**config.mk**
```make
export PLATFORM = sky130hd
export DESIGN_NAME = esg_ctrl
export DESIGN_NICKNAME = d
export VERILOG_FILES = /design/src/sv/engine_speed_governor_step_defines.svh /design/src/sv/esg_pkg.sv /design/src/sv/esg_ctrl.sv
export SDC_FILE = /design/constraint.sdc
export NUM_CORES = 1
export LEC_CHECK = 0
export ABC_AREA = 1
export BUFFER_PORTS_ARGS = -buffer_cell sky130_fd_sc_hd__buf_2
export CAP_MARGIN = 20
export CORE_AREA = 2 2 59 55
export CTS_CLUSTER_DIAMETER = 100
export DETAILED_ROUTE_END_ITERATION = 6
export DIE_AREA = 0 0 61 57
export HOLD_SLACK_MARGIN = 0.05
export MAX_ROUTING_LAYER = met4
export PLACE_DENSITY = 0.44
export RECOVER_POWER = 25
export SYNTH_ARGS = -nofsm -noshare
export SYNTH_HDL_FRONTEND = slang
export SYNTH_SLANG_ARGS = --single-unit
```
**constraint.sdc**
```tcl
create_clock -name clk -period 1.75 [get_ports clk]
set_input_delay 0.4375 -clock clk [delete_from_list [all_inputs] [get_ports clk]]
set_output_delay 0.4375 -clock clk [all_outputs]
set_load 0.02 [all_outputs]
```
**src/sv/engine_speed_governor_step_defines.svh**
```systemverilog
// Assertion helpers for the engine speed governor step block.
`ifndef ENGINE_SPEED_GOVERNOR_STEP_DEFINES_SVH
`define ENGINE_SPEED_GOVERNOR_STEP_DEFINES_SVH

// Same-cycle implication, checked out of reset
`define ESG_ASSERT_IMP(lbl, ante, cons) \
  lbl: assert property (@(posedge clk) disable iff (!rst_n) (ante) |-> (cons)) \
    else $error("esg check failed");

// Next-cycle implication, checked out of reset
`define ESG_ASSERT_NXT(lbl, ante, cons) \
  lbl: assert property (@(posedge clk) disable iff (!rst_n) (ante) |=> (cons)) \
    else $error("esg check failed");

`endif

```
**src/sv/esg_pkg.sv**
```systemverilog
`timescale 1ns / 1ps
`default_nettype none

package esg_pkg;

  // Configuration register indexes
  typedef enum logic [2:0] {
    REG_TARGET_SPEED = 3'd0,
    REG_PROP_GAIN    = 3'd1,
    REG_INTEG_GAIN   = 3'd2,
    REG_WARMUP_TIME  = 3'd3,
    REG_WARMUP_RATE  = 3'd4
  } cfg_reg_t;

  // Datapath operations, one per sequencer step
  typedef enum logic [4:0] {
    OP_NONE, OP_LOAD, OP_WARM0, OP_WARM1,
    OP_SM0, OP_SM1, OP_SM2, OP_SM3, OP_SM4,
    OP_GSLOW, OP_G0, OP_G1, OP_G2, OP_G3, OP_G4, OP_G5, OP_G6,
    OP_T0, OP_T1, OP_P0, OP_P1, OP_OUT
  } dp_op_t;

  // Sequencer states
  typedef enum logic [4:0] {
    ST_IDLE, ST_LOAD, ST_WARM0, ST_WARM1,
    ST_SM0, ST_SM1, ST_SM2, ST_SM3, ST_SM4,
    ST_GSLOW, ST_G0, ST_G1, ST_G2, ST_G3, ST_G4, ST_G5, ST_G6,
    ST_T0, ST_T1, ST_P0, ST_P1, ST_OUT
  } esg_state_t;

  typedef struct packed {
    logic   accept;
    dp_op_t op;
  } esg_cmd_t;

  typedef struct packed {
    logic mode;
    logic ign;
    logic warm_go;
    logic gov_en;
    logic gov_slow;
    logic out_full;
  } esg_status_t;

  localparam int CFG_ADDR_W = 3;
  localparam int CFG_DATA_W = 24;
  localparam int IN_DATA_W  = 40;
  localparam int OUT_DATA_W = 56;

  // Register reset values
  localparam logic [16:0] TARGET_RST = 17'd12800;
  localparam logic [23:0] PGAIN_RST  = 24'd33554;
  localparam logic [23:0] IGAIN_RST  = 24'd1678;
  localparam logic [17:0] WTIME_RST  = 18'd131072;
  localparam logic [15:0] WRATE_RST  = 16'd9830;
  localparam logic [15:0] WEIGHT_RST = 16'd52429;

  // Smoothing ratio times 3277, by request band
  localparam logic [27:0] RT_LOW = 28'(58982 * 3277);
  localparam logic [27:0] RT_MID = 28'(52429 * 3277);
  localparam logic [27:0] RT_HIGH = 28'(45875 * 3277);

  function automatic logic [27:0] ratio_term(input logic [15:0] req);
    logic [27:0] r;
    if (req < 16'd6554) r = RT_LOW;
    else if (req < 16'd19661) r = RT_MID;
    else r = RT_HIGH;
    return r;
  endfunction

endpackage

`default_nettype wire

```
**src/sv/esg_ctrl.sv**
```systemverilog
`timescale 1ns / 1ps
`default_nettype none

module esg_ctrl
  import esg_pkg::*;
(
  input  wire logic        clk,
  input  wire logic        rst_n,
  input  wire logic        in_valid,
  input  wire logic        out_ready,
  input  wire esg_status_t status,
  output esg_cmd_t         cmd,
  output logic             in_ready
);

  esg_state_t state_r, state_nxt;
  logic       pass_r, pass_nxt;

  // State register; pass_r marks a pending second smoothing pass
  always_ff @(posedge clk) begin
    if (!rst_n) begin
      state_r <= ST_IDLE;
      pass_r  <= 1'b0;
    end else begin
      state_r <= state_nxt;
      pass_r  <= pass_nxt;
    end
  end

  // Next state
  always_comb begin
    state_nxt = state_r;
    pass_nxt  = pass_r;
    case (state_r)
      ST_IDLE:  if (in_valid) state_nxt = ST_LOAD;
      ST_LOAD: begin
        if (status.mode || !status.ign) begin
          state_nxt = ST_P0;
        end else if (status.warm_go) begin
          state_nxt = ST_WARM0;
          pass_nxt  = 1'b1;
        end else begin
          state_nxt = ST_SM0;
        end
      end
      ST_WARM0: state_nxt = ST_WARM1;
      ST_WARM1: state_nxt = ST_SM0;
      ST_SM0:   state_nxt = ST_SM1;
      ST_SM1:   state_nxt = ST_SM2;
      ST_SM2:   state_nxt = ST_SM3;
      ST_SM3:   state_nxt = ST_SM4;
      ST_SM4: begin
        if (pass_r) begin
          pass_nxt  = 1'b0;
          state_nxt = ST_SM0;
        end else if (status.gov_en && !status.gov_slow) begin
          state_nxt = ST_G0;
        end else if (status.gov_en) begin
          state_nxt = ST_GSLOW;
        end else begin
          state_nxt = ST_T0;
        end
      end
      ST_GSLOW: state_nxt = ST_T0;
      ST_G0:    state_nxt = ST_G1;
      ST_G1:    state_nxt = ST_G2;
      ST_G2:    state_nxt = ST_G3;
      ST_G3:    state_nxt = ST_G4;
      ST_G4:    state_nxt = ST_G5;
      ST_G5:    state_nxt = ST_G6;
      ST_G6:    state_nxt = ST_T0;
      ST_T0:    state_nxt = ST_T1;
      ST_T1:    state_nxt = ST_P0;
      ST_P0:    state_nxt = ST_P1;
      ST_P1:    state_nxt = ST_OUT;
      ST_OUT:   if (!status.out_full || out_ready) state_nxt = ST_IDLE;
      default:  state_nxt = ST_IDLE;
    endcase
  end

  // Outputs
  always_comb begin
    in_ready   = (state_r == ST_IDLE);
    cmd.accept = (state_r == ST_IDLE) && in_valid;
    case (state_r)
      ST_LOAD:  cmd.op = OP_LOAD;
      ST_WARM0: cmd.op = OP_WARM0;
      ST_WARM1: cmd.op = OP_WARM1;
      ST_SM0:   cmd.op = OP_SM0;
      ST_SM1:   cmd.op = OP_SM1;
      ST_SM2:   cmd.op = OP_SM2;
      ST_SM3:   cmd.op = OP_SM3;
      ST_SM4:   cmd.op = OP_SM4;
      ST_GSLOW: cmd.op = OP_GSLOW;
      ST_G0:    cmd.op = OP_G0;
      ST_G1:    cmd.op = OP_G1;
      ST_G2:    cmd.op = OP_G2;
      ST_G3:    cmd.op = OP_G3;
      ST_G4:    cmd.op = OP_G4;
      ST_G5:    cmd.op = OP_G5;
      ST_G6:    cmd.op = OP_G6;
      ST_T0:    cmd.op = OP_T0;
      ST_T1:    cmd.op = OP_T1;
      ST_P0:    cmd.op = OP_P0;
      ST_P1:    cmd.op = OP_P1;
      ST_OUT:   cmd.op = (!status.out_full || out_ready) ? OP_OUT : OP_NONE;
      default:  cmd.op = OP_NONE;
    endcase
  end

endmodule

`default_nettype wire

```
==> reports/results.txt <==
outcome = finished, violations left
failing checks = setup timing
switching share of power = 49.3%
final setup vio count = 1
Final Cycle Share = 104%
initial DRC count = 35
largest net degree at the start of global routing = 8
vias = 939
area grow syn2layout = 70.8%
Yosys top cell by area = dfxtp_1
Setup crit start kind = flip-flop
Max Cap Viol = 0
Initial Util = 23.3%
syn_area_per_cell = 5.32 µm²
Critical Path AT = 1.37 ns
# IOs = 17
clk_lat worst skew = 0.25 ns
CP max stage cell = dfxtp_4
Area contributors post-synth = dfxtp_1, nor2_1, nand2_1
dpl ws = 0.0384 ns
drt first pass iters = 4
internal power = 972 µW
Post-DP Area = 921 µm²
Max clock buf depth = 2
design area = 1160 µm²
Critical Setup Path Class = reg2out
Sequential Power Share = 13.7%
Worst VDD drop = 724 µV
die area = 3480 µm²
Final min period = 1.81 ns
Tot Pwr = 1920 µW
number of H-tree levels = 1
Post-synth top flop = dfxtp_1
crit-path max cell delay = 0.37 ns
Clock Tree Root = clkbuf_4
Yosys reg bits = 6
Hold Crit Class = in2reg
flop2flop setup slack = 0.03 ns
Die Y = 57 µm
skew final = 0.00634 ns
core area = 2920 µm²
main combinational cell family by area after synthesis = simple AND/OR/NAND/NOR gates
Routability Congestion = 0.953
WL/cell = 11.4 µm
share of cells above drive strength 1 = 48.0%
drt drc = 0
Syn Nets = 138
clock network power share = 6.9%
Nets = 185
Compound-Gate Fraction of Synth Area = 16.0%
HPWL after DPL = 1890 µm
Post-CTS Hold Buffers = 0
die width = 61 µm
most common cell in the netlist = nor2_1
GRT Util Overall = 15.4%
Worst-Margin Slew = 0.231 ns
Sink Count = 6
Final Max Tran Viols = 0
Fin. Hold Viols = 0
first-pass GRT wire length = 3910 µm
Netlist Area Pre-Place = 681 µm²
share of synthesized flip-flops with an asynchronous set or reset = 0%
antenna violations before repair = 0
post-synthesis adder-cell area fraction = 0%
vias in the first global route = 890
Synth warnings = 0
CTS tree = yes
power per cell area = 1650 nW/µm²
mux cell area share after synthesis = 0%
combinational power share = 79.4%
post-synthesis xor/xnor area fraction = 0%
ant diodes = 0
CP Max Fanout = 3
Final WS setup = -0.0617 ns
DR vias/cell = 4.37
PortBufs = 16
antenna viol nets, final = 0
top cell types by occurrence after synthesis = nor2_1, nand2_1, inv_1
register area share after synthesis = 17.6%
worst-path cell chain = buf_6 -> nor2_4 -> nand2_2 -> a21oi_1 -> nor3_2 -> o211ai_1 -> buf_4
Site Rows = 19
drt total wl = 2460 µm
unrepaired setup endpoints after global routing = yes
CP endpoint kind = output port
critical path required time = 1.31 ns
gr ovfl total = 0
switching power = 944 µW
Synth top area share = 17.6%
Synth Instances = 128
number of enable flip-flop cells after synthesis = 0
Num CTS Buffers = 3
Leak = 0.000578 µW
Core Util, Final = 39.8%
clock-pin slew on the worst setup and hold paths = 0.05 ns
post-synthesis simple-gate area fraction = 53.5%
Slew HR = 84.5%
achievable clock frequency = 552 MHz
Netlist cell types = 20
-- metrics by stage --
step	TNS, ns	hold WS [ns]	std cells
floorplan	0	0.509	128
global placement	0	0.562	200
detailed placement	0	0.559	200
CTS	-0.111	0.385	214
global route	-0.381	0.392	215
finish	-0.0617	0.393	215
-- metal layers --
metal  GRT usage [%]  vias to the layer above  routed length [µm]
met5               -                        -                   0
met4            4.97                        0                  15
met3            1.59                        2                  77
met2            25.0                       23                1210
met1            19.8                      413                1160
li1                -                      501                   -
-- cell usage in the layout (no fill, tap or decap) --
| cell type | Yosys | final |
|---|---|---|
| a21oi_1 | 8 | 7 |
| a21oi_4 | 0 | 1 |
| a31oi_1 | 1 | 1 |
| buf_2 | 1 | 11 |
| buf_4 | 0 | 25 |
| buf_6 | 0 | 7 |
| clkbuf_4 | 0 | 3 |
| clkinv_1 | 1 | 1 |
| dfxtp_1 | 6 | 1 |
| dfxtp_2 | 0 | 2 |
| dfxtp_4 | 0 | 3 |
| inv_1 | 16 | 14 |
| inv_2 | 5 | 6 |
| inv_4 | 0 | 1 |
| nand2_1 | 26 | 18 |
| nand2_2 | 2 | 8 |
| nand2_4 | 0 | 2 |
| nand3_1 | 11 | 10 |
| nand3_2 | 1 | 2 |
| nand4_1 | 1 | 1 |
| nor2_1 | 28 | 25 |
| nor2_2 | 3 | 3 |
| nor2_4 | 3 | 6 |
| nor3_1 | 5 | 4 |
| nor3_2 | 0 | 1 |
| o211ai_1 | 2 | 2 |
| o21ai_0 | 4 | 3 |
| o21ai_1 | 2 | 3 |
| o21ai_2 | 2 | 2 |
-- path summary, 6_finish.rpt --
kind                                               from                       to  depth (start not counted)
worst max-delay path            state_r[2]$_SDFFE_PN0P_                   cmd[0]                          7
worst min-delay path                              rst_n  state_r[2]$_SDFFE_PN0P_                          3
worst max register to register  state_r[2]$_SDFFE_PN0P_  state_r[2]$_SDFFE_PN0P_                         14
worst min register to register      pass_r$_SDFFE_PN0P_      pass_r$_SDFFE_PN0P_                          2
-- area by class of cell --
type / count / area [µm²]
Clock buffer: 3 / 22.5
Multi-Input combinational cell: 99 / 547
Tap cell: 42 / 52.6
Fill cell: 324 / 1760
Sequential cell: 6 / 134
Timing Repair Buffer: 43 / 322
Inverter: 22 / 85.1
-- flip-flops by register name, indices dropped and copies added (netlist names) --
register / count
pass_r: 1
state_r: 5
-- worst max-delay path: cells and delay by family (launching register included) --
kind / cells / cell delay [ns]
buffers and inverters: 2 / 0.30
DFF: 1 / 0.37
and+or+nand+nor: 3 / 0.20
AOI/OAI and AO/OA: 2 / 0.26
-- power groups by stage --
| stage | Sequential (µW) | Clock (µW) | Combinational, µW |
|---|---|---|---|
| CTS | 262 | 137 | 1350 |
| global route | 269 | 143 | 1650 |
| detailed placement | 226 | 0 | 1180 |
| floorplan | 235 | 0 | 687 |
| finish | 263 | 132 | 1520 |
| global placement | 226 | 0 | 1180 |
-- kinds of logic (layout without fill, tap and decap cells) --
group,after synthesis,count (layout)
buffers and inverters,23,68
AOI/OAI and AO/OA,19,19
and+or+nand+nor,80,80
DFF,6,6
-- what timing repair did --
item,CTS,global route
resized for setup,27,17
pin swaps,8,4
buffers inserted,11,1
setup endpoints to repair,5,6
Note: power is estimated with default switching activity, not from simulation.
