File: src/sv/engine_speed_governor_step_defines.svh
// Assertion helpers for the engine speed governor step block.
`ifndef ENGINE_SPEED_GOVERNOR_STEP_DEFINES_SVH
`define ENGINE_SPEED_GOVERNOR_STEP_DEFINES_SVH

// Same-cycle implication, checked out of reset
`define ESG_ASSERT_IMP(lbl, ante, cons) \
  lbl: assert property (@(posedge clk) disable iff (!rst_n) (ante) |-> (cons)) \
    else $error("esg check failed");

// Next-cycle implication, checked out of reset
`define ESG_ASSERT_NXT(lbl, ante, cons) \
  lbl: assert property (@(posedge clk) disable iff (!rst_n) (ante) |=> (cons)) \
    else $error("esg check failed");

`endif

File: src/sv/esg_pkg.sv
`timescale 1ns / 1ps
`default_nettype none

package esg_pkg;

  // Configuration register indexes
  typedef enum logic [2:0] {
    REG_TARGET_SPEED = 3'd0,
    REG_PROP_GAIN    = 3'd1,
    REG_INTEG_GAIN   = 3'd2,
    REG_WARMUP_TIME  = 3'd3,
    REG_WARMUP_RATE  = 3'd4
  } cfg_reg_t;

  // Datapath operations, one per sequencer step
  typedef enum logic [4:0] {
    OP_NONE, OP_LOAD, OP_WARM0, OP_WARM1,
    OP_SM0, OP_SM1, OP_SM2, OP_SM3, OP_SM4,
    OP_GSLOW, OP_G0, OP_G1, OP_G2, OP_G3, OP_G4, OP_G5, OP_G6,
    OP_T0, OP_T1, OP_P0, OP_P1, OP_OUT
  } dp_op_t;

  // Sequencer states
  typedef enum logic [4:0] {
    ST_IDLE, ST_LOAD, ST_WARM0, ST_WARM1,
    ST_SM0, ST_SM1, ST_SM2, ST_SM3, ST_SM4,
    ST_GSLOW, ST_G0, ST_G1, ST_G2, ST_G3, ST_G4, ST_G5, ST_G6,
    ST_T0, ST_T1, ST_P0, ST_P1, ST_OUT
  } esg_state_t;

  typedef struct packed {
    logic   accept;
    dp_op_t op;
  } esg_cmd_t;

  typedef struct packed {
    logic mode;
    logic ign;
    logic warm_go;
    logic gov_en;
    logic gov_slow;
    logic out_full;
  } esg_status_t;

  localparam int CFG_ADDR_W = 3;
  localparam int CFG_DATA_W = 24;
  localparam int IN_DATA_W  = 40;
  localparam int OUT_DATA_W = 56;

  // Register reset values
  localparam logic [16:0] TARGET_RST = 17'd12800;
  localparam logic [23:0] PGAIN_RST  = 24'd33554;
  localparam logic [23:0] IGAIN_RST  = 24'd1678;
  localparam logic [17:0] WTIME_RST  = 18'd131072;
  localparam logic [15:0] WRATE_RST  = 16'd9830;
  localparam logic [15:0] WEIGHT_RST = 16'd52429;

  // Smoothing ratio times 3277, by request band
  localparam logic [27:0] RT_LOW = 28'(58982 * 3277);
  localparam logic [27:0] RT_MID = 28'(52429 * 3277);
  localparam logic [27:0] RT_HIGH = 28'(45875 * 3277);

  function automatic logic [27:0] ratio_term(input logic [15:0] req);
    logic [27:0] r;
    if (req < 16'd6554) r = RT_LOW;
    else if (req < 16'd19661) r = RT_MID;
    else r = RT_HIGH;
    return r;
  endfunction

endpackage

`default_nettype wire

File: src/sv/esg_dp.sv
`timescale 1ns / 1ps
`default_nettype none

module esg_dp
  import esg_pkg::*;
(
  input  wire logic                  clk,
  input  wire logic                  rst_n,
  input  wire esg_cmd_t              cmd,
  output esg_status_t                status,
  input  wire logic                  in_mode,
  input  wire logic [IN_DATA_W-1:0]  in_data,
  input  wire logic                  out_ready,
  output logic                       out_valid,
  output logic [OUT_DATA_W-1:0]      out_data,
  input  wire logic                  cfg_we,
  input  wire logic [CFG_ADDR_W-1:0] cfg_addr,
  input  wire logic [CFG_DATA_W-1:0] cfg_wdata
);

  // Configuration
  logic [16:0] target_r, target_nxt;
  logic [23:0] pg_r, pg_nxt, ig_r, ig_nxt;
  logic [17:0] wt_r, wt_nxt;
  logic [15:0] wr_r, wr_nxt;
  // Persistent state
  logic [16:0] speed_r, speed_nxt, prev_r, prev_nxt;
  logic [15:0] sl_r, sl_nxt, w_r, w_nxt;
  logic signed [17:0] integ_r, integ_nxt;
  logic [17:0] glast_r, glast_nxt, elapsed_r, elapsed_nxt;
  logic warm_r, warm_nxt, latch_r, latch_nxt, armed_r, armed_nxt;
  // Current item
  logic mode_r, ign_r, start_r;
  logic [15:0] req_r;
  logic [16:0] dt_r;
  // Work registers
  logic signed [49:0] prod_r;
  logic [15:0] sreq_r, sreq_nxt, load_r, load_nxt;
  logic [32:0] acc_r, acc_nxt;
  logic signed [55:0] sum_r, sum_nxt;
  logic signed [31:0] raw_r, raw_nxt;
  logic [17:0] press_r, press_nxt;
  // Result register
  logic ov_r, ov_nxt;
  logic [OUT_DATA_W-1:0] od_r;

  // Shared multiplier operands
  logic signed [24:0] mul_a, mul_b;

  // Helper terms
  logic [18:0] e_sum;
  logic [17:0] e_sat;
  logic        warm_done;
  logic [29:0] dec_prod;
  logic [13:0] dec_step;
  logic [33:0] up_prod;
  logic [31:0] dn_prod;
  logic signed [17:0] err, diff;
  logic [16:0] dt_in;
  logic [32:0] wsum, ssum, psum;
  logic signed [36:0] ia;
  logic signed [55:0] tot;
  logic [31:0] mag;
  logic [17:0] curved, lim;
  logic [18:0] hi, lo_chk;
  logic [15:0] g;
  logic [17:0] tgt0, tgt1;
  logic [18:0] spd_up, dn_lim, spd_new;

  assign e_sum     = {1'b0, elapsed_r} + {2'b0, dt_r};
  assign e_sat     = e_sum[18] ? 18'h3FFFF : e_sum[17:0];
  assign warm_done = (e_sat >= wt_r) || (speed_r > 17'd8800);
  assign dec_prod  = 30'(dt_r) * 30'(8000);
  assign dec_step  = dec_prod[29:16];
  assign up_prod   = 34'(dt_r) * 34'(80000);
  assign dn_prod   = 32'(dt_r) * 32'(24000);
  assign err       = $signed({1'b0, target_r}) - $signed({1'b0, speed_r});
  assign diff      = $signed({1'b0, speed_r}) - $signed({1'b0, prev_r});
  assign dt_in     = (in_data[32:16] > 17'd65536) ? 17'd65536 : in_data[32:16];
  assign mag       = (raw_r < 0) ? 32'(-raw_r) : 32'(raw_r);

  assign status.mode     = mode_r;
  assign status.ign      = ign_r;
  assign status.warm_go  = warm_r && !warm_done;
  assign status.gov_en   = armed_r && (target_r != 17'd0);
  assign status.gov_slow = speed_r < 17'd1600;
  assign status.out_full = ov_r;
  assign out_valid       = ov_r;
  assign out_data        = od_r;

  // Operand select for the shared 25x25 multiplier
  always_comb begin
    mul_a = '0;
    mul_b = '0;
    case (cmd.op)
      OP_WARM0: begin mul_a = 25'(elapsed_r); mul_b = 25'(wr_r); end
      OP_SM0:   begin mul_a = 25'(w_r); mul_b = 25'(62259); end
      OP_SM2:   begin mul_a = 25'(sreq_r); mul_b = 25'(w_r); end
      OP_SM3:   begin mul_a = 25'(sl_r); mul_b = 25'(17'd65536 - {1'b0, w_r}); end
      OP_G0:    begin mul_a = 25'(err); mul_b = 25'(dt_r); end
      OP_G1:    begin mul_a = 25'(err); mul_b = $signed({1'b0, pg_r}); end
      OP_G2:    begin mul_a = 25'(diff); mul_b = 25'(1678); end
      OP_G3:    begin mul_a = 25'(integ_r); mul_b = $signed({1'b0, ig_r}); end
      OP_G5:    begin mul_a = 25'(mag[16:0]); mul_b = 25'(mag[16:0]); end
      OP_T0:    begin mul_a = 25'(load_r); mul_b = 25'(83200); end
      OP_P0:    begin mul_a = 25'(load_r); mul_b = 25'(60795); end
      default:  begin mul_a = '0; mul_b = '0; end
    endcase
  end

  // Step arithmetic
  always_comb begin
    wsum = 33'(prod_r[31:0]) + 33'(ratio_term(sreq_r)) + 33'(32768);
    ssum = acc_r + 33'(prod_r[31:0]) + 33'(32768);
    psum = 33'(prod_r[31:0]) + 33'(65536);
    ia   = 37'(integ_r) + 37'($signed(prod_r[36:4]));
    tot  = sum_r + 56'(prod_r);
    // square-law shaping and saturation
    if (raw_r >= 32'sd32768) curved = (raw_r > 32'sd262143) ? 18'h3FFFF : raw_r[17:0];
    else if (mag[31:17] != '0) curved = 18'h3FFFF;
    else if (prod_r[33]) curved = 18'h3FFFF;
    else curved = prod_r[32:15];
    // rate limit around the last output
    hi     = {1'b0, glast_r} + {3'b0, dt_r[16:1]};
    lo_chk = {1'b0, curved} + {3'b0, dt_r[16:1]};
    if ({1'b0, curved} > hi) lim = hi[17:0];
    else if (lo_chk < {1'b0, glast_r}) lim = glast_r - {2'b0, dt_r[16:1]};
    else lim = curved;
    g = (lim > 18'd65535) ? 16'hFFFF : lim[15:0];
    // target speed and slew
    tgt0 = 18'd12800 + 18'(prod_r[32:16]);
    if (latch_r && (speed_r < 17'd9600))
      tgt1 = ((tgt0 > 18'd16000) ? 18'd16000 : tgt0) + 18'(dec_step);
    else tgt1 = tgt0;
    spd_up = 19'(speed_r) + 19'(up_prod[33:16]);
    dn_lim = 19'(tgt1) + 19'(dn_prod[31:16]);
    if (tgt1 > 18'(speed_r)) spd_new = (spd_up < 19'(tgt1)) ? spd_up : 19'(tgt1);
    else if (19'(speed_r) > dn_lim) spd_new = 19'(speed_r) - 19'(dn_prod[31:16]);
    else spd_new = 19'(tgt1);
  end

  // Next values of state and work registers
  always_comb begin
    target_nxt = target_r; pg_nxt = pg_r; ig_nxt = ig_r; wt_nxt = wt_r; wr_nxt = wr_r;
    speed_nxt = speed_r; prev_nxt = prev_r; sl_nxt = sl_r; w_nxt = w_r;
    integ_nxt = integ_r; glast_nxt = glast_r; elapsed_nxt = elapsed_r;
    warm_nxt = warm_r; latch_nxt = latch_r; armed_nxt = armed_r;
    sreq_nxt = sreq_r; load_nxt = load_r; acc_nxt = acc_r; sum_nxt = sum_r;
    raw_nxt = raw_r; press_nxt = press_r;
    case (cmd.op)
      OP_LOAD: begin
        load_nxt = '0;
        sreq_nxt = req_r;
        if (mode_r) begin
          speed_nxt = '0; sl_nxt = '0; warm_nxt = 1'b1; elapsed_nxt = '0;
        end else begin
          if (start_r) latch_nxt = 1'b1;
          if (!ign_r) begin
            speed_nxt = (speed_r > 17'(dec_step)) ? speed_r - 17'(dec_step) : '0;
            armed_nxt = 1'b0;
          end else if (warm_r) begin
            elapsed_nxt = e_sat;
            if (warm_done) warm_nxt = 1'b0;
          end
        end
      end
      OP_WARM1: sreq_nxt = (prod_r[33:16] > 18'd65535) ? 16'hFFFF : prod_r[31:16];
      OP_SM1:   w_nxt = wsum[31:16];
      OP_SM3:   acc_nxt = prod_r[32:0];
      OP_SM4: begin
        sl_nxt   = ssum[31:16];
        sreq_nxt = ssum[31:16];
        load_nxt = ssum[31:16];
      end
      OP_GSLOW: if (load_r < 16'd6554) load_nxt = 16'd6554;
      OP_G1: begin
        if (ia > 37'sd32768) integ_nxt = 18'sd32768;
        else if (ia < -37'sd32768) integ_nxt = -18'sd32768;
        else integ_nxt = ia[17:0];
      end
      OP_G2: sum_nxt = {prod_r[43:0], 12'b0};
      OP_G3: if (speed_r < 17'd32000) sum_nxt = sum_r - {prod_r[43:0], 12'b0};
      OP_G4: raw_nxt = tot[55:24];
      OP_G6: begin
        glast_nxt = lim;
        prev_nxt  = speed_r;
        if (g > load_r) load_nxt = g;
      end
      OP_T1: begin
        speed_nxt = (spd_new > 19'h1FFFF) ? 17'h1FFFF : spd_new[16:0];
        if (latch_r && (spd_new > 19'd9600)) latch_nxt = 1'b0;
      end
      OP_P1:   press_nxt = 18'd101325 + 18'(psum[32:17]);
      default: ;
    endcase
    // Register writes; the user must write only while idle, the block does not enforce it
    if (cfg_we) begin
      case (cfg_addr)
        REG_TARGET_SPEED: begin target_nxt = cfg_wdata[16:0]; armed_nxt = 1'b1; end
        REG_PROP_GAIN:    pg_nxt = cfg_wdata;
        REG_INTEG_GAIN:   ig_nxt = cfg_wdata;
        REG_WARMUP_TIME:  wt_nxt = cfg_wdata[17:0];
        REG_WARMUP_RATE:  wr_nxt = cfg_wdata[15:0];
        default: ;
      endcase
    end
  end

  // Result valid flag
  always_comb begin
    if (cmd.op == OP_OUT) ov_nxt = 1'b1;
    else if (out_ready) ov_nxt = 1'b0;
    else ov_nxt = ov_r;
  end

  // Configuration, state and control flags
  always_ff @(posedge clk) begin
    if (!rst_n) begin
      target_r <= TARGET_RST; pg_r <= PGAIN_RST; ig_r <= IGAIN_RST;
      wt_r <= WTIME_RST; wr_r <= WRATE_RST;
      speed_r <= '0; prev_r <= '0; sl_r <= '0; w_r <= WEIGHT_RST;
      integ_r <= '0; glast_r <= '0; elapsed_r <= '0;
      warm_r <= 1'b1; latch_r <= 1'b0; armed_r <= 1'b1; ov_r <= 1'b0;
    end else begin
      target_r <= target_nxt; pg_r <= pg_nxt; ig_r <= ig_nxt;
      wt_r <= wt_nxt; wr_r <= wr_nxt;
      speed_r <= speed_nxt; prev_r <= prev_nxt; sl_r <= sl_nxt; w_r <= w_nxt;
      integ_r <= integ_nxt; glast_r <= glast_nxt; elapsed_r <= elapsed_nxt;
      warm_r <= warm_nxt; latch_r <= latch_nxt; armed_r <= armed_nxt; ov_r <= ov_nxt;
    end
  end

  // Payload and work registers
  always_ff @(posedge clk) begin
    prod_r  <= mul_a * mul_b;
    sreq_r  <= sreq_nxt;
    load_r  <= load_nxt;
    acc_r   <= acc_nxt;
    sum_r   <= sum_nxt;
    raw_r   <= raw_nxt;
    press_r <= press_nxt;
    if (cmd.accept) begin
      mode_r  <= in_mode;
      req_r   <= in_data[15:0];
      dt_r    <= dt_in;
      ign_r   <= in_data[33];
      start_r <= in_data[34];
    end
    if (cmd.op == OP_OUT)
      od_r <= {2'b0, armed_r, warm_r, latch_r, press_r, load_r, speed_r};
  end

endmodule

`default_nettype wire

File: config.mk
export PLATFORM = sky130hd
export DESIGN_NAME = esg_dp
export DESIGN_NICKNAME = d
export VERILOG_FILES = /design/src/sv/engine_speed_governor_step_defines.svh /design/src/sv/esg_pkg.sv /design/src/sv/esg_dp.sv
export SDC_FILE = /design/constraint.sdc
export NUM_CORES = 2
export LEC_CHECK = 0
export BUFFER_PORTS_ARGS = -buffer_cell sky130_fd_sc_hd__buf_2
export CELL_PAD_IN_SITES_DETAIL_PLACEMENT = 2
export CELL_PAD_IN_SITES_GLOBAL_PLACEMENT = 2
export CORE_AREA = 5 5 349 487
export DETAILED_ROUTE_END_ITERATION = 8
export DIE_AREA = 0 0 354 492
export GPL_TIMING_DRIVEN = 0
export PLACE_DENSITY = 0.85
export SKIP_LAST_GASP = 1
export SLEW_MARGIN = 15
export SYNTH_ARGS = -nofsm -noshare
export SYNTH_HDL_FRONTEND = slang
export SYNTH_SLANG_ARGS = --single-unit
File: constraint.sdc
create_clock -name clk -period 18.3 [get_ports clk]
set_input_delay 0.915 -clock clk [delete_from_list [all_inputs] [get_ports clk]]
set_output_delay 0.915 -clock clk [all_outputs]
set_load 0.01 [all_outputs]
==> flow_summary_export.csv <==
group,metric,value,unit
logic_synthesis,ys_warn_count,0,
logic_synthesis,ys_seq_elements,521,
run,maxCapViolCount,1,
logic_synthesis,syn_area,65520,sq um
place,dpl-instance-area,69590,sq um
floorplan,initial_utilization,39.61,%
floorplan,boundaryPins,141,
logic_synthesis,postSynthAreaPerCell,8.637,sq um
critical_path,cp_slowest_cell,"fa_1",
critical_path,crit_type,"register to register",
global_routing,grt_pass1_vias,68810,
power,power-per-cell-area,174.3,nW/um^2
place,io_buffers,131,
cts,clkSinkCount,521,
sta,drv_slew,1,
routing,wl_per_cell,31.63,microns
routing,drt-initial-drc-count,3224,
finish,fin_util,43.36,%
logic_synthesis,synth_fa_ha_area_share,36.21,%
cts,cts_buffer_depth,3,
logic_synthesis,yosys.area.top_type,"fa_1",
sta,worst_pin_slew,1.495,ns
sta,rsz0062_at_grt,"false",
cts,worstSkewPairLatency,0.74,ns
routing,final_antenna_net_count,0,
power,leakage,31.92,nW
global_routing,grt_max_degree,37,
cts,clkSlewWorstSetupHoldPaths,0.07,ns
critical_path,cp-start-kind,"register",
global_routing,grt.overflow.total,0,
sta,fin_worst_skew,0.07078,ns
place,gp_congestion,0.9946,
cts,cts_resized,0,
critical_path,cp_max_fo,12,
critical_path,worstPathArrival,15.85,ns
sta,fmax,65.82,MHz
run_status,status,"finished with violations",
logic_synthesis,synthArstFlopShare,0,%
power,seqPwrFrac,11.9,%
run_status,violations,"max-capacitance violations, max-slew violations",
cts,cts-root-buf,"clkbuf_16",
cts,numCtsBuffers,59,
logic_synthesis,synth_edf_count,248,
power,p_total,12.50,mW
sta,setup_viol,0,
logic_synthesis,synth_commonest_cells,"inv_1, nand2_1, ha_1, fa_1, nor2_1",
logic_synthesis,ys_types,116,
logic_synthesis,synth.most_common_cell,"inv_1",
critical_path,required,18.95,ns
finish,final_area,71740,sq um
logic_synthesis,synth_compound_area_share,15.15,%
sta,hold_violations,0,
cts,postCtsSetupBuffers,0,
logic_synthesis,synth_simple_gate_area_share,15.05,%
global_routing,antenna_found_initial,17,
global_routing,track_usage,35.52,%
routing,routed_wirelength,317400,microns
place,dpl_worst_slack,3.223,ns
power,p_int,5.435,mW
logic_synthesis,yosysTopAreaCellShare,20.35,%
finish,areaGrowthSynthToFinish,9.489,%
critical_path,endpoint_kind,"register",
sta,setup_slack,3.106,ns
floorplan,core,165400,sq um
hold_path,min_path_type,"primary input to register",
routing,num_vias,59640,
logic_synthesis,synth_mux_area_share,0.2998,%
power,combPwrFrac,77.3,%
cts,postCtsHoldBufs,0,
logic_synthesis,synthFlopType,"dfxtp_1",
floorplan,rows,177,
routing,drc,0,
cts,tritoncts,"done",
floorplan,dieArea,174200,sq um
critical_path,slowest_delay,0.90,ns
global_routing,grt_pass1_wl,456000,microns
power,swShare,56.53,%
power,power_switching,7.067,mW
sta,fin_crit_sh,83.03,%
power,peakVddDrop,0.2250,mV
logic_synthesis,synth_top_cells_by_area,"fa_1, ha_1, edfxtp_1",
finish,final_nets,9392,
sta,timing.setup.tns,0,ns
place,hpwl,267800,microns
power,pwr-share-clk,10.8,%
logic_synthesis,synth_top_family_by_area,"adder cells",
floorplan,die_y,492,microns
cts,h-tree-depth,2,
routing,vias_per_cell,5.943,
finish,drive_above_1_share,5.128,%
floorplan,die_w,354,microns
sta,fin_crit,15.19,ns
logic_synthesis,synth_xor_xnor_area_share,5.295,%
logic_synthesis,syn_inst,7586,
logic_synthesis,synth-seq-area-share,19.71,%
routing,drt_pass1_iterations,6,
sta,relSlewSlack,-0.7225,%
[state kept, by name, indices dropped and copies added, names as in the netlist, 17 cells and up]
register	cells
integ_r	18
wt_r	18
glast_r	18
press_r	18
elapsed_r	18
prod_r	50
pg_r	24
sum_r	44
raw_r	32
prev_r	17
ig_r	24
target_r	17
dt_r	17
out_data	54
acc_r	32
speed_r	17
[layout by cell type (no fill, tap or decap), types with 35 or more instances in the layout]
cell	instances
nor2_1	519
and3_1	44
o21ai_0	341
or3_1	35
nor2b_1	98
clkbuf_1	225
a211oi_1	35
a22oi_1	65
a21o_1	132
o21bai_1	57
xnor2_1	288
nor3_1	99
ha_1	820
edfxtp_1	248
dfxtp_1	273
nand3_1	158
nand2b_1	70
fa_1	665
o21a_1	62
clkbuf_16	60
nand2_1	957
a21boi_0	75
a21oi_1	437
buf_2	147
nand4_1	39
xor2_1	93
and2_1	38
inv_1	1191
[power by group through the flow]
stage	sequential (mW)	combinational, mW	clock, mW
6_report	1.49	9.66	1.35
5_1_grt	1.49	10.2	1.41
4_1_cts	1.49	9.53	1.37
3_5_place_dp	1.51	9.44	0
3_3_place_gp	1.53	8.80	0
2_1_floorplan	1.40	6.06	0
[cell families (layout without fill, tap and decap cells)]
| group | after synthesis | in the layout |
|---|---|---|
| xor+xnor | 388 | 388 |
| fa+ha+maj | 1499 | 1499 |
| simple gates | 2192 | 2192 |
| buf+inv | 1436 | 1727 |
| mux | 19 | 19 |
| flops | 521 | 521 |
| other cells | 1 | 11 |
| compound gates | 1530 | 1530 |
[metal layers]
layer / global-route usage (%) / routed length, microns / up-vias / share of wire, %
li1: - / - / 25770 / -
met1: 33.83 / 104500 / 30750 / 33
met2: 63.77 / 157600 / 1993 / 50
met3: 5.284 / 14550 / 1123 / 4.6
met4: 35.75 / 40690 / 0 / 13
met5: 0 / 0 / - / 0
[cell type report]
cell class	instances	area [sq um]
clock inverter	38	513.0
multi-input combinational	5630	47340
tap	2148	2688
fill	18410	93690
sequential	521	12910
clock buffer	73	1602
inverter	1193	4478
buffer	243	949.7
timing repair buffer	180	1239
antenna	9	22.52
[critical path: cells and delay by family, from the launching register on]
family | cells | cell delay [ns]
flip-flops | 1 | 0.88
XOR/XNOR | 1 | 0.19
AO/OA/AOI/OAI | 22 | 4.61
adder cells (fa/ha/maj) | 9 | 4.97
buffers and inverters | 7 | 2.71
AND/OR/NAND/NOR | 8 | 1.71
[final timing paths]
check,start,to,slack [ns],cells after the start
max,speed_r[1]$_SDFFE_PN0P_,prod_r[48]$_DFF_P_,3.11,47
min,in_data[33],ign_r$_DFFE_PP_,0.38,1
max reg2reg,speed_r[1]$_SDFFE_PN0P_,prod_r[48]$_DFF_P_,3.11,47
min reg2reg,press_r[17]$_DFFE_PN_,out_data[50]$_DFFE_PP_,0.42,0
[through the flow]
stage | hold WS [ns] | instances
after floorplan | 0.4003 | 7587
after global placement | 0.4048 | 9866
after detailed placement | 0.4066 | 9914
after CTS | 0.3425 | 10030
after global routing | 0.3643 | 10030
final | 0.3769 | 10040
No activity file was read; power rests on OpenSTA's default activity.
